[src/sv/cstd_pkg.sv]
`timescale 1ns / 1ps

package cstd_pkg;

    localparam int CH_W      = 8;
    localparam int NUM_CH    = 3;
    localparam int SUM_W     = 24;
    localparam int CNT_W     = 16;
    localparam int NUM_W     = SUM_W + 1;
    localparam int SQ_W      = 2 * CH_W;
    localparam int ACC_W     = SQ_W + 1;
    localparam int DIST_W    = SQ_W + 2;
    localparam int CHAR_W    = 7;
    localparam int SEC_W     = 3;
    localparam int SYM_W     = 3;
    localparam int PAL_W     = NUM_CH * CH_W;
    localparam int PAL_DEPTH = 64;
    localparam int PAL_AW    = SEC_W + SYM_W;
    localparam int DIV_CNT_W = 5;

    localparam logic [SEC_W-1:0] PARITY_SECTION = 3'd7;

    typedef struct packed {
        logic            done;
        logic [CH_W-1:0] quot;
    } div_res_t;

    typedef struct packed {
        logic              we;
        logic [PAL_AW-1:0] waddr;
        logic [PAL_W-1:0]  wdata;
        logic              re;
        logic [PAL_AW-1:0] raddr;
    } pal_req_t;

endpackage

[src/sv/color_symbol_text_decoder.sv]
`timescale 1ns / 1ps
// Load and pixel beats are taken one per cycle with no result while the decoder is idle.
// A section-end beat holds the input stalled through three passes of the shared serial
// divider, which are skipped when the section is empty, then a palette read, a multiply
// for each colour channel and a compare per searched entry, and then the index is applied.
// After section 7 three character beats follow.
// Reset clears the sums, the pixel count and the character and parity bits at once.
module color_symbol_text_decoder #(
    parameter int MAX_PIXELS   = 65535,
    parameter int PALETTE_SIZE = 8
) (
    input  logic                        clk,
    input  logic                        rst_n,
    input  logic                        in_valid,
    output logic                        in_stall,
    input  logic                        kind,
    input  logic [cstd_pkg::SEC_W-1:0]  section,
    input  logic [cstd_pkg::SYM_W-1:0]  symbol,
    input  logic [cstd_pkg::CH_W-1:0]   blue,
    input  logic [cstd_pkg::CH_W-1:0]   green,
    input  logic [cstd_pkg::CH_W-1:0]   red,
    input  logic                        pixel_valid,
    input  logic                        section_end,
    output logic                        out_valid,
    input  logic                        out_stall,
    output logic [cstd_pkg::CHAR_W-1:0] character,
    output logic                        parity_bit,
    output logic                        parity_error,
    output logic                        last
);

    localparam logic [2:0] S_IDLE      = 3'd0;
    localparam logic [2:0] S_DIV_START = 3'd1;
    localparam logic [2:0] S_DIV_WAIT  = 3'd2;
    localparam logic [2:0] S_READ      = 3'd3;
    localparam logic [2:0] S_DIST      = 3'd4;
    localparam logic [2:0] S_CMP       = 3'd5;
    localparam logic [2:0] S_APPLY     = 3'd6;
    localparam logic [2:0] S_OUT       = 3'd7;

    localparam logic [cstd_pkg::SYM_W-1:0] LAST_SYM   = cstd_pkg::SYM_W'(PALETTE_SIZE - 1);
    localparam logic [cstd_pkg::CNT_W-1:0] MAX_COUNT  = cstd_pkg::CNT_W'(MAX_PIXELS);
    localparam logic [1:0]                 LAST_CH    = 2'd2;
    localparam logic [1:0]                 LAST_CHAR  = 2'd2;

    logic [2:0]                    state_reg;
    logic [2:0]                    state_next;
    logic [1:0]                    ch_reg;
    logic [cstd_pkg::SYM_W-1:0]    sym_reg;
    logic [1:0]                    out_idx_reg;
    logic [cstd_pkg::SEC_W-1:0]    sec_reg;
    logic [cstd_pkg::SUM_W-1:0]    sum_reg [cstd_pkg::NUM_CH];
    logic [cstd_pkg::CNT_W-1:0]    count_reg;
    logic [cstd_pkg::CHAR_W-1:0]   char_bits_reg [cstd_pkg::NUM_CH];
    logic [cstd_pkg::NUM_CH-1:0]   parity_reg;

    logic [cstd_pkg::CH_W-1:0]     mean_reg [cstd_pkg::NUM_CH];
    logic [cstd_pkg::SQ_W-1:0]     sq_reg;
    logic [cstd_pkg::ACC_W-1:0]    acc_reg;
    logic [cstd_pkg::DIST_W-1:0]   best_dist_reg;
    logic [cstd_pkg::SYM_W-1:0]    best_sym_reg;

    logic                          in_fire;
    logic                          out_fire;
    logic                          pixel_take;
    logic                          div_start;
    logic [cstd_pkg::NUM_W-1:0]    div_numer;
    cstd_pkg::div_res_t            div_res;
    cstd_pkg::pal_req_t            pal_req;
    logic [cstd_pkg::PAL_W-1:0]    pal_rdata;
    logic [cstd_pkg::CH_W-1:0]     pal_ch;
    logic [cstd_pkg::CH_W-1:0]     mean_ch;
    logic [cstd_pkg::CH_W-1:0]     diff;
    logic [cstd_pkg::DIST_W-1:0]   dist_total;

    assign in_stall   = (state_reg != S_IDLE);
    assign in_fire    = in_valid && !in_stall;
    assign out_valid  = (state_reg == S_OUT);
    assign out_fire   = out_valid && !out_stall;
    assign pixel_take = in_fire && kind && pixel_valid && (count_reg < MAX_COUNT);

    assign div_start = (state_reg == S_DIV_START) && (count_reg != '0);
    assign div_numer = {1'b0, sum_reg[ch_reg]}
                     + cstd_pkg::NUM_W'(count_reg >> 1);

    cstd_div u_div (
        .clk   (clk),
        .rst_n (rst_n),
        .start (div_start),
        .numer (div_numer),
        .denom (count_reg),
        .res   (div_res)
    );

    always_comb
    begin
        pal_req.we    = in_fire && !kind;
        pal_req.waddr = {section, symbol};
        pal_req.wdata = {red, green, blue};
        pal_req.re    = (state_reg == S_READ);
        pal_req.raddr = {sec_reg, sym_reg};
    end

    cstd_palette u_palette (
        .clk   (clk),
        .req   (pal_req),
        .rdata (pal_rdata)
    );

    always_comb
    begin
        case (ch_reg)
            2'd0:    pal_ch = pal_rdata[7:0];
            2'd1:    pal_ch = pal_rdata[15:8];
            default: pal_ch = pal_rdata[23:16];
        endcase
        mean_ch    = mean_reg[ch_reg];
        diff       = (pal_ch > mean_ch) ? (pal_ch - mean_ch) : (mean_ch - pal_ch);
        dist_total = cstd_pkg::DIST_W'(acc_reg) + cstd_pkg::DIST_W'(sq_reg);
    end

    always_comb
    begin
        state_next = state_reg;
        case (state_reg)
            S_IDLE:
            begin
                if (in_fire && kind && section_end)
                begin
                    state_next = S_DIV_START;
                end
            end
            S_DIV_START:
            begin
                state_next = (count_reg == '0) ? S_READ : S_DIV_WAIT;
            end
            S_DIV_WAIT:
            begin
                if (div_res.done)
                begin
                    state_next = (ch_reg == LAST_CH) ? S_READ : S_DIV_START;
                end
            end
            S_READ:
            begin
                state_next = S_DIST;
            end
            S_DIST:
            begin
                if (ch_reg == LAST_CH)
                begin
                    state_next = S_CMP;
                end
            end
            S_CMP:
            begin
                state_next = (sym_reg == LAST_SYM) ? S_APPLY : S_READ;
            end
            S_APPLY:
            begin
                state_next = (sec_reg == cstd_pkg::PARITY_SECTION) ? S_OUT : S_IDLE;
            end
            S_OUT:
            begin
                if (out_fire && (out_idx_reg == LAST_CHAR))
                begin
                    state_next = S_IDLE;
                end
            end
            default:
            begin
                state_next = S_IDLE;
            end
        endcase
    end

    always_ff @(posedge clk or negedge rst_n)
    begin
        if (!rst_n)
        begin
            state_reg   <= S_IDLE;
            ch_reg      <= '0;
            sym_reg     <= '0;
            out_idx_reg <= '0;
            sec_reg     <= '0;
            count_reg   <= '0;
            parity_reg  <= '0;
            for (int k = 0; k < cstd_pkg::NUM_CH; k++)
            begin
                sum_reg[k]       <= '0;
                char_bits_reg[k] <= '0;
            end
        end
        else
        begin
            state_reg <= state_next;
            if (pixel_take)
            begin
                sum_reg[0] <= sum_reg[0] + cstd_pkg::SUM_W'(blue);
                sum_reg[1] <= sum_reg[1] + cstd_pkg::SUM_W'(green);
                sum_reg[2] <= sum_reg[2] + cstd_pkg::SUM_W'(red);
                count_reg  <= count_reg + 1'b1;
            end
            if (in_fire && kind && section_end)
            begin
                sec_reg <= section;
                ch_reg  <= '0;
                sym_reg <= '0;
            end
            case (state_reg)
                S_DIV_START:
                begin
                    if (count_reg == '0)
                    begin
                        ch_reg <= '0;
                    end
                end
                S_DIV_WAIT:
                begin
                    if (div_res.done)
                    begin
                        ch_reg <= (ch_reg == LAST_CH) ? 2'd0 : ch_reg + 1'b1;
                    end
                end
                S_DIST:
                begin
                    ch_reg <= (ch_reg == LAST_CH) ? 2'd0 : ch_reg + 1'b1;
                end
                S_CMP:
                begin
                    sym_reg <= sym_reg + 1'b1;
                end
                S_APPLY:
                begin
                    count_reg   <= '0;
                    out_idx_reg <= '0;
                    for (int k = 0; k < cstd_pkg::NUM_CH; k++)
                    begin
                        sum_reg[k] <= '0;
                    end
                    if (sec_reg == cstd_pkg::PARITY_SECTION)
                    begin
                        parity_reg <= best_sym_reg;
                    end
                    else
                    begin
                        for (int k = 0; k < cstd_pkg::NUM_CH; k++)
                        begin
                            if (best_sym_reg[k])
                            begin
                                char_bits_reg[k][sec_reg] <= 1'b1;
                            end
                        end
                    end
                end
                S_OUT:
                begin
                    if (out_fire)
                    begin
                        out_idx_reg <= out_idx_reg + 1'b1;
                        if (out_idx_reg == LAST_CHAR)
                        begin
                            parity_reg <= '0;
                            for (int k = 0; k < cstd_pkg::NUM_CH; k++)
                            begin
                                char_bits_reg[k] <= '0;
                            end
                        end
                    end
                end
                default:
                begin
                end
            endcase
        end
    end

    always_ff @(posedge clk)
    begin
        if ((state_reg == S_DIV_START) && (count_reg == '0))
        begin
            for (int k = 0; k < cstd_pkg::NUM_CH; k++)
            begin
                mean_reg[k] <= '0;
            end
        end
        if ((state_reg == S_DIV_WAIT) && div_res.done)
        begin
            mean_reg[ch_reg] <= div_res.quot;
        end
        if (state_reg == S_DIST)
        begin
            sq_reg  <= diff * diff;
            acc_reg <= (ch_reg == 2'd0) ? '0 : acc_reg + cstd_pkg::ACC_W'(sq_reg);
        end
        if (state_reg == S_CMP)
        begin
            if ((sym_reg == '0) || (dist_total < best_dist_reg))
            begin
                best_dist_reg <= dist_total;
                best_sym_reg  <= sym_reg;
            end
        end
    end

    assign character    = char_bits_reg[out_idx_reg];
    assign parity_bit   = parity_reg[out_idx_reg];
    assign parity_error = (^char_bits_reg[out_idx_reg]) ^ parity_reg[out_idx_reg];
    assign last         = (out_idx_reg == LAST_CHAR);

    // A result beat is only ever offered while the input side is held off.
    assert property (@(posedge clk) disable iff (!rst_n) out_valid |-> in_stall)
        else $error("result offered while input accepted");

    // The divider reports completion only while the sequencer waits for it.
    assert property (@(posedge clk) disable iff (!rst_n)
        div_res.done |-> (state_reg == S_DIV_WAIT))
        else $error("divider completion outside wait state");

    // The pixel count saturates and never passes its limit.
    assert property (@(posedge clk) disable iff (!rst_n) count_reg <= MAX_COUNT)
        else $error("pixel count beyond limit");

    // Once the third character is taken, the frame's bits are cleared.
    assert property (@(posedge clk) disable iff (!rst_n)
        (out_fire && last) |=> ((char_bits_reg[0] == '0) && (char_bits_reg[1] == '0)
                               && (char_bits_reg[2] == '0) && (parity_reg == '0)))
        else $error("character bits not cleared after frame");

endmodule

[src/sv/cstd_div.sv]
`timescale 1ns / 1ps

module cstd_div (
    input  logic                        clk,
    input  logic                        rst_n,
    input  logic                        start,
    input  logic [cstd_pkg::NUM_W-1:0]  numer,
    input  logic [cstd_pkg::CNT_W-1:0]  denom,
    output cstd_pkg::div_res_t          res
);

    logic [cstd_pkg::NUM_W-1:0]     num_reg;
    logic [cstd_pkg::CNT_W-1:0]     den_reg;
    logic [cstd_pkg::CNT_W-1:0]     rem_reg;
    logic [cstd_pkg::CH_W-1:0]      quot_reg;
    logic [cstd_pkg::DIV_CNT_W-1:0] cnt_reg;
    logic                           busy_reg;
    logic                           done_reg;

    logic [cstd_pkg::CNT_W:0]       rem_shift;
    logic                           fits;
    logic [cstd_pkg::CNT_W:0]       rem_sub;

    assign rem_shift = {rem_reg, num_reg[cstd_pkg::NUM_W-1]};
    assign fits      = rem_shift >= {1'b0, den_reg};
    assign rem_sub   = rem_shift - {1'b0, den_reg};

    always_ff @(posedge clk or negedge rst_n)
    begin
        if (!rst_n)
        begin
            busy_reg <= 1'b0;
            done_reg <= 1'b0;
            cnt_reg  <= '0;
        end
        else
        begin
            done_reg <= 1'b0;
            if (start)
            begin
                busy_reg <= 1'b1;
                cnt_reg  <= cstd_pkg::DIV_CNT_W'(cstd_pkg::NUM_W);
            end
            else if (busy_reg)
            begin
                cnt_reg <= cnt_reg - 1'b1;
                if (cnt_reg == cstd_pkg::DIV_CNT_W'(1))
                begin
                    busy_reg <= 1'b0;
                    done_reg <= 1'b1;
                end
            end
        end
    end

    always_ff @(posedge clk)
    begin
        if (start)
        begin
            num_reg  <= numer;
            den_reg  <= denom;
            rem_reg  <= '0;
            quot_reg <= '0;
        end
        else if (busy_reg)
        begin
            num_reg  <= {num_reg[cstd_pkg::NUM_W-2:0], 1'b0};
            rem_reg  <= fits ? rem_sub[cstd_pkg::CNT_W-1:0] : rem_shift[cstd_pkg::CNT_W-1:0];
            quot_reg <= {quot_reg[cstd_pkg::CH_W-2:0], fits};
        end
    end

    assign res.done = done_reg;
    assign res.quot = quot_reg;

endmodule

[src/sv/cstd_palette.sv]
`timescale 1ns / 1ps

module cstd_palette (
    input  logic                       clk,
    input  cstd_pkg::pal_req_t         req,
    output logic [cstd_pkg::PAL_W-1:0] rdata
);

    logic [cstd_pkg::PAL_W-1:0] mem [cstd_pkg::PAL_DEPTH];

    always_ff @(posedge clk)
    begin
        if (req.we)
        begin
            mem[req.waddr] <= req.wdata;
        end
    end

    always_ff @(posedge clk)
    begin
        if (req.re)
        begin
            rdata <= mem[req.raddr];
        end
    end

endmodule

[config.mk]
export PLATFORM = sky130hd
export DESIGN_NAME = color_symbol_text_decoder
export DESIGN_NICKNAME = d
export VERILOG_FILES = /design/src/sv/cstd_pkg.sv /design/src/sv/color_symbol_text_decoder.sv /design/src/sv/cstd_div.sv /design/src/sv/cstd_palette.sv
export SDC_FILE = /design/constraint.sdc
export NUM_CORES = 2
export LEC_CHECK = 0
export ABC_CLOCK_PERIOD_IN_PS = 12800
export BUFFER_PORTS_ARGS = -buffer_cell sky130_fd_sc_hd__buf_2
export CAP_MARGIN = 0
export CORE_UTILIZATION = 60
export DETAILED_ROUTE_END_ITERATION = 8
export PLACE_DENSITY = 0.76
export SYNTH_ARGS = -nofsm -noshare
export SYNTH_HDL_FRONTEND = slang
export SYNTH_SLANG_ARGS = --single-unit
[constraint.sdc]
create_clock -name clk -period 12.8 [get_ports clk]
set_input_delay 1.92 -clock clk [delete_from_list [all_inputs] [get_ports clk]]
set_output_delay 1.92 -clock clk [all_outputs]
set_load 0.01 [all_outputs]
## Word-level counts from Yosys, hierarchy flattened

Memory sizes are Yosys's and may differ from the RTL's. A register that Yosys moved wholly into a read port is not among the register bits.
Index checks and enable logic that the tools add are counted.

- Bits in registers: 251
- Bits of input ports: 37
- Memory bits (writable): 1560
- Memories kept: 2

Memory list:

| name | words | bits a word | rd ports | clocked after memory_dff | write ports | line | text |
|---|---|---|---|---|---|---|---|
| u_palette.mem | 64 | 24 | 1 | 1 | 1 | cstd_palette.sv:9 | `logic [cstd_pkg::PAL_W-1:0] mem [cstd_pkg::PAL_DEPTH];` |
| mean_reg | 3 | 8 | 1 | 0 | 3 | color_symbol_text_decoder.sv:57 | `logic [cstd_pkg::CH_W-1:0] mean_reg [cstd_pkg::NUM_CH];` |

- Magnitude comparators: 9
- $mul: 1
- Multiplexer cells: 65
- Add/sub/neg operators: 14
- Bitwise gates (word level): 6
- Equal/unequal tests: 24
- Reductions and logical operators: 35

Operator list:

| operator | count |
|---|---|
| 2-to-1 mux 72 bit | 2 |
| adder 24 x 8 -> 24 bit | 3 |
| 2-to-1 mux 21 bit | 3 |
| 2-to-1 mux 25 bit | 2 |
| binary-select mux 24 bit (select 2 bit) | 1 |
| 2-to-1 mux 16 bit | 3 |
| 2-to-1 mux 24 bit | 2 |
| case mux 21 bit (2 select lines) | 1 |
| 2-to-1 mux 7 bit | 5 |
| 2-to-1 mux 3 bit | 11 |
| adder 24 x 15 -> 25 bit | 1 |
| case mux 3 bit (8 select lines) | 1 |
| bitwise OR 7 bit | 3 |
| adder 17 x 16 -> 18 bit | 1 |
| == test 3 bit, second input constant | 6 |
| less-than comparator 18 bit | 1 |
| adder 17 x 16 -> 17 bit | 1 |
| greater-or-equal comparator 17 x 16 -> 1 bit | 1 |
| adder 16 x 1 -> 16 bit, second input constant | 1 |
| zero test 16 bit | 1 |
| less-than comparator 16 bit, second input constant | 1 |
| multiplier 8 x 8 -> 16 bit | 1 |
| 2-to-1 mux 1 bit | 16 |
| 2-to-1 mux 8 bit | 2 |
| other kinds (41) | 84 |

## Logic depth before layout (Yosys ltp)

- Depth in word-level cells: 8
- Depth in mapped cells: 35
- Depth with buffers taken out: 30

## Modules after synthesis

A second synthesis with hierarchy kept.

- Cell total of the unflattened synthesis: 4562
- Area total of the unflattened synthesis: 78557.8 µm²

Modules (own cells, without submodules):

| module | cells an instance | instances | area each (µm²) |
|---|---|---|---|
| cstd_palette | 2610 | 1 | 59535.8 |
| color_symbol_text_decoder | 1625 | 1 | 15297.2 |
| cstd_div | 327 | 1 | 3724.8 |

## Worst setup path after synthesis

Ideal clock, no wire load.

- Path type: register to register
- Start: register ch_reg[0]
- End: register sq_reg[15] in the netlist's numbering (data pin)
- Stages on the path, launching flop included: 34
- Setup time: 0.261 ns
- Required time: 12.539 ns
- Arrival: 7.641 ns
- Slack: 4.898 ns
- Cell sequence: dfrtp_1 -> clkbuf_1 -> buf_2 -> buf_2 -> buf_2 -> mux2i_1 -> o21ai_0 -> inv_1 -> ha_1 -> fa_1 -> nand2b_1 -> a21oi_1 -> nor2_1 -> a21o_1 -> buf_2 -> mux2i_1 -> xor2_2 -> nor2_1 -> inv_1 -> fa_1 -> inv_1 -> fa_1 -> inv_1 -> fa_1 -> fa_1 -> inv_1 -> ha_1 -> or2_2 -> a21oi_1 -> a21oi_1 -> and4_1 -> a2111oi_0 -> a21oi_1 -> xor2_1

- Word-level cells in the longest chain between the ends: 5
- Elaborated cells between the ends (all ways): 9

Ends and longest elaborated chain:

| item | line | text |
|---|---|---|
| start, declared | color_symbol_text_decoder.sv:48 | `logic [1:0] ch_reg;` |
| start signal, assigned | color_symbol_text_decoder.sv:222 | `ch_reg <= (ch_reg == LAST_CH) ? 2'd0 : ch_reg + 1'b1;` |
| start signal, assigned | color_symbol_text_decoder.sv:227 | `ch_reg <= (ch_reg == LAST_CH) ? 2'd0 : ch_reg + 1'b1;` |
| == test 2 x 1 -> 1 bit / zero test 2 bit (equally long branches) | color_symbol_text_decoder.sv:112 | `case (ch_reg)` |
| case mux 8 bit (2 select lines) | color_symbol_text_decoder.sv:112 |  |
| subtractor 8 bit / greater-than comparator 8 bit (equally long branches) | color_symbol_text_decoder.sv:118 | `diff = (pal_ch > mean_ch) ? (pal_ch - mean_ch) : (mean_ch - pal_ch);` |
| 2-to-1 mux 8 bit (*) | color_symbol_text_decoder.sv:118 |  |
| multiplier 8 x 8 -> 16 bit (*) | color_symbol_text_decoder.sv:293 | `sq_reg <= diff * diff;` |
| end signal, assigned | color_symbol_text_decoder.sv:293 |  |
| end, declared | color_symbol_text_decoder.sv:58 | `logic [cstd_pkg::SQ_W-1:0] sq_reg;` |

Every way passes the cells marked *; elsewhere a longest branch is shown, timed or not.
A chain may end at the register's enable or synchronous reset.

## Worst setup path in the final report

Same ends and word-level chain as after synthesis.

==> flow_summary.yaml <==
floorplan:
  die_h_um: 361.4
  coreArea_um2: 127800
  die_area_um2: 130600
  io_pins: 49
  die_x_um: 361.4
  initial_utilization: 0.6063
  rows: 131
clock_tree:
  insertion_delay_ns: 0.81
  cts_made_buffers: 178
  cts_hold_buffers: 0
  clk_pin_slew_ns: 0.06
  cts_tree: "built"
  clkSinkCount: 1842
  h-tree-depth: 4
  cts_buffer_depth: 3
  postCtsSetupBuffers: 0
  root_buffer: "clkbuf_16"
  cts-resized-gates: 0
global_routing:
  grt_antenna_before_repair: 13
  grt_max_degree: 132
  grt-ovfl-total: 0
  grt_pass1_vias: 41330
  grt_pass1_wl_um: 275400
  grt_usage: 0.2939
timing:
  fin_tns_setup_ns: 0
  finClkSkew_ns: 0.03851
  fin_crit_sh: 0.6690
  timing.fmax_mhz: 116.8
  rsz0062_at_grt: "no"
  hold_viol_final: 0
  drv_slew: 0
  fin_crit_ns: 8.563
  final-setup-viol-count: 0
  max_slew_margin: 0.2113
  worst_pin_slew_ns: 1.183
synthesis:
  syn_inst: 4295
  syn_area_per_cell_um2: 18.05
  synth_edf_count: 1686
  synth_flop_cell: "edfxtp_1"
  synthDistinctLibCells: 71
  yosysWarnings: 0
  syn_nets: 4505
  async_flop_share: 0.07166
  synth_top_area_frac: 0.6531
  yosysSeqAreaShare: 0.7020
  ys_ff_latch: 1842
  yosysTopAreaCell: "edfxtp_1"
  synth.area.top_cells: "edfxtp_1 (65%), mux4_2 (13%), dfrtp_1 (4.3%), ha_1 (2.3%), mux2i_1 (1.9%)"
  syn_area_um2: 77520
hold_path:
  hold_path.startpoint: "parity_reg[2]"
  whs_endpoint: "parity_reg[2]"
  hold_class: "flip-flop to flip-flop"
  hold_path_depth: 2
final_layout:
  syn_to_final_growth_pct: 10.93
  largest_register_ffs: 1536
  drive_gt1_frac: 0.2129
  nNetsFinal: 4661
worst_setup_path:
  endpoint_kind: "flip-flop"
  r2r-start: "ch_reg[0]"
  cp.arrival_ns: 9.08
  reg2reg_to: "sq_reg[15]"
  crit_fanout: 49
  required_ns: 13.32
  ff2ff_setup_slack_ns: 4.24
  rr_worst_depth: 26
  crit_path_start_kind: "flip-flop"
  worstSetupPathType: "flip-flop to flip-flop"
placement:
  port_buffers: 48
  gp_congestion: 0.8792
  hpwlAfterDp_um: 108500
drt:
  firstDrtPassIters: 9
  drtIter0Drc: 4963
  wl_um: 189400
  antenna_left: 0
  drc: 0
  num_vias: 41510
  wire_per_inst_um: 30.25
  viasPerCell: 6.629
run_status:
  outcome: "completed"
flow_run:
  cap_violations: 0
==> cell usage in the layout (no fill, tap or decap), types with 25 or more instances in the layout <==
cell type     n
xor2_1       78
clkbuf_1     31
ha_1        141
mux4_2      454
edfxtp_1   1686
and3_1       38
nand4_1      30
o21ai_0     118
clkbuf_16   184
mux2i_1     151
buf_4       126
xnor2_1      68
nand3_1      73
nand2_1     154
clkinv_1     51
inv_1       141
a21o_1       31
dfrtp_1     126
nor2b_1      40
nor2_2       57
o22ai_1      53
fa_1         32
nand2b_1     27
buf_2        47
o21a_1       25
nor2_1      189
nor3_1       38
a21oi_1     119
==> final cells by class <==
class                           instances  area, µm²
Sequential cell                      1842      54430
Fill cell                            8107      41860
Multi-Input combinational cell       2109      21900
Clock buffer                          219       4776
Tap cell                             1662       2079
Timing Repair Buffer                  176       1232
Clock inverter                        108       1027
Inverter                              144      540.5
Antenna cell                            2      5.005
==> per-stage QoR <==
stage	util	instances	hold slack (ns)	cell area, µm²	setup slack, ns
finish	0.6726	6262	0.4888	85990	4.237
floorplan	-	4295	0.4478	77520	4.898
global route	0.6726	6260	0.5082	85990	3.683
detailed placement	0.6272	5933	0.4740	80180	4.248
CTS	0.6726	6260	0.4898	85990	4.209
global placement	0.6272	5933	0.4647	80180	4.327
==> per-layer routing <==
metal  GRT usage  share of wire  vias to the layer above
met3     0.07163           0.10                      470
met2      0.4649           0.48                     2342
li1            -              -                    17350
met5           0        0.00068                        -
met1      0.3966           0.38                    21320
met4      0.1191          0.043                       20
==> cell usage after synthesis, types with 30 or more instances <==
cell and n:
fa_1 32, mux2i_1 151, xor2_1 78, inv_1 141, a21oi_1 120, nor2_1 254
mux4_2 454, nor3_1 38, nand3_1 73, dfrtp_1 132, and3_1 38, nand4_1 30
buf_2 65, nand2_1 154, o21ai_0 118, xnor2_1 68, o22ai_1 53, clkbuf_1 102
ha_1 141, nor2b_1 41, edfxtp_1 1686, a21o_1 31
==> cell families after synthesis <==
group           synth area share
compound gates           0.03377
mux                       0.1526
xor+xnor                 0.01671
simple gates             0.04558
buf+inv                  0.01840
fa+ha+maj                0.03102
flops                     0.7020
==> worst max path at each step <==
| stage | endpoint | startpoint | slack [ns] | cells after the start |
|---|---|---|---|---|
| after floorplan | sq_reg[15] | ch_reg[0] | 4.90 | 33 |
| after global placement | sq_reg[15] | ch_reg[0] | 4.33 | 26 |
| after detailed placement | sq_reg[15] | ch_reg[0] | 4.25 | 26 |
| after CTS | sq_reg[15] | ch_reg[0] | 4.21 | 26 |
| after global routing | sq_reg[15] | ch_reg[0] | 3.68 | 26 |
| final | sq_reg[15] | ch_reg[0] | 4.24 | 26 |
==> worst max-delay path: stages (launching register included) <==
cell and delay, ns:
dfrtp_2 0.34, buf_4 0.66, mux4_2 0.65, ha_1 0.27
fa_1 0.44, nand2b_1 0.17, a21oi_1 0.18, nor2_1 0.09
a21o_1 0.30, mux2i_1 0.26, xor2_1 0.58, or2_1 0.23
inv_1 0.06, fa_1 0.47, fa_1 0.49, inv_1 0.05
fa_1 0.45, fa_1 0.49, inv_1 0.04, ha_1 0.31
or2_2 0.32, a21oi_1 0.15, a21oi_1 0.08, and4_1 0.21
a2111oi_0 0.65, a21oi_1 0.17, xor2_1 0.19
Power is left out: the tool's default activity adds up to more than one toggle a clock period on the data nets, which glitch-free logic cannot reach.
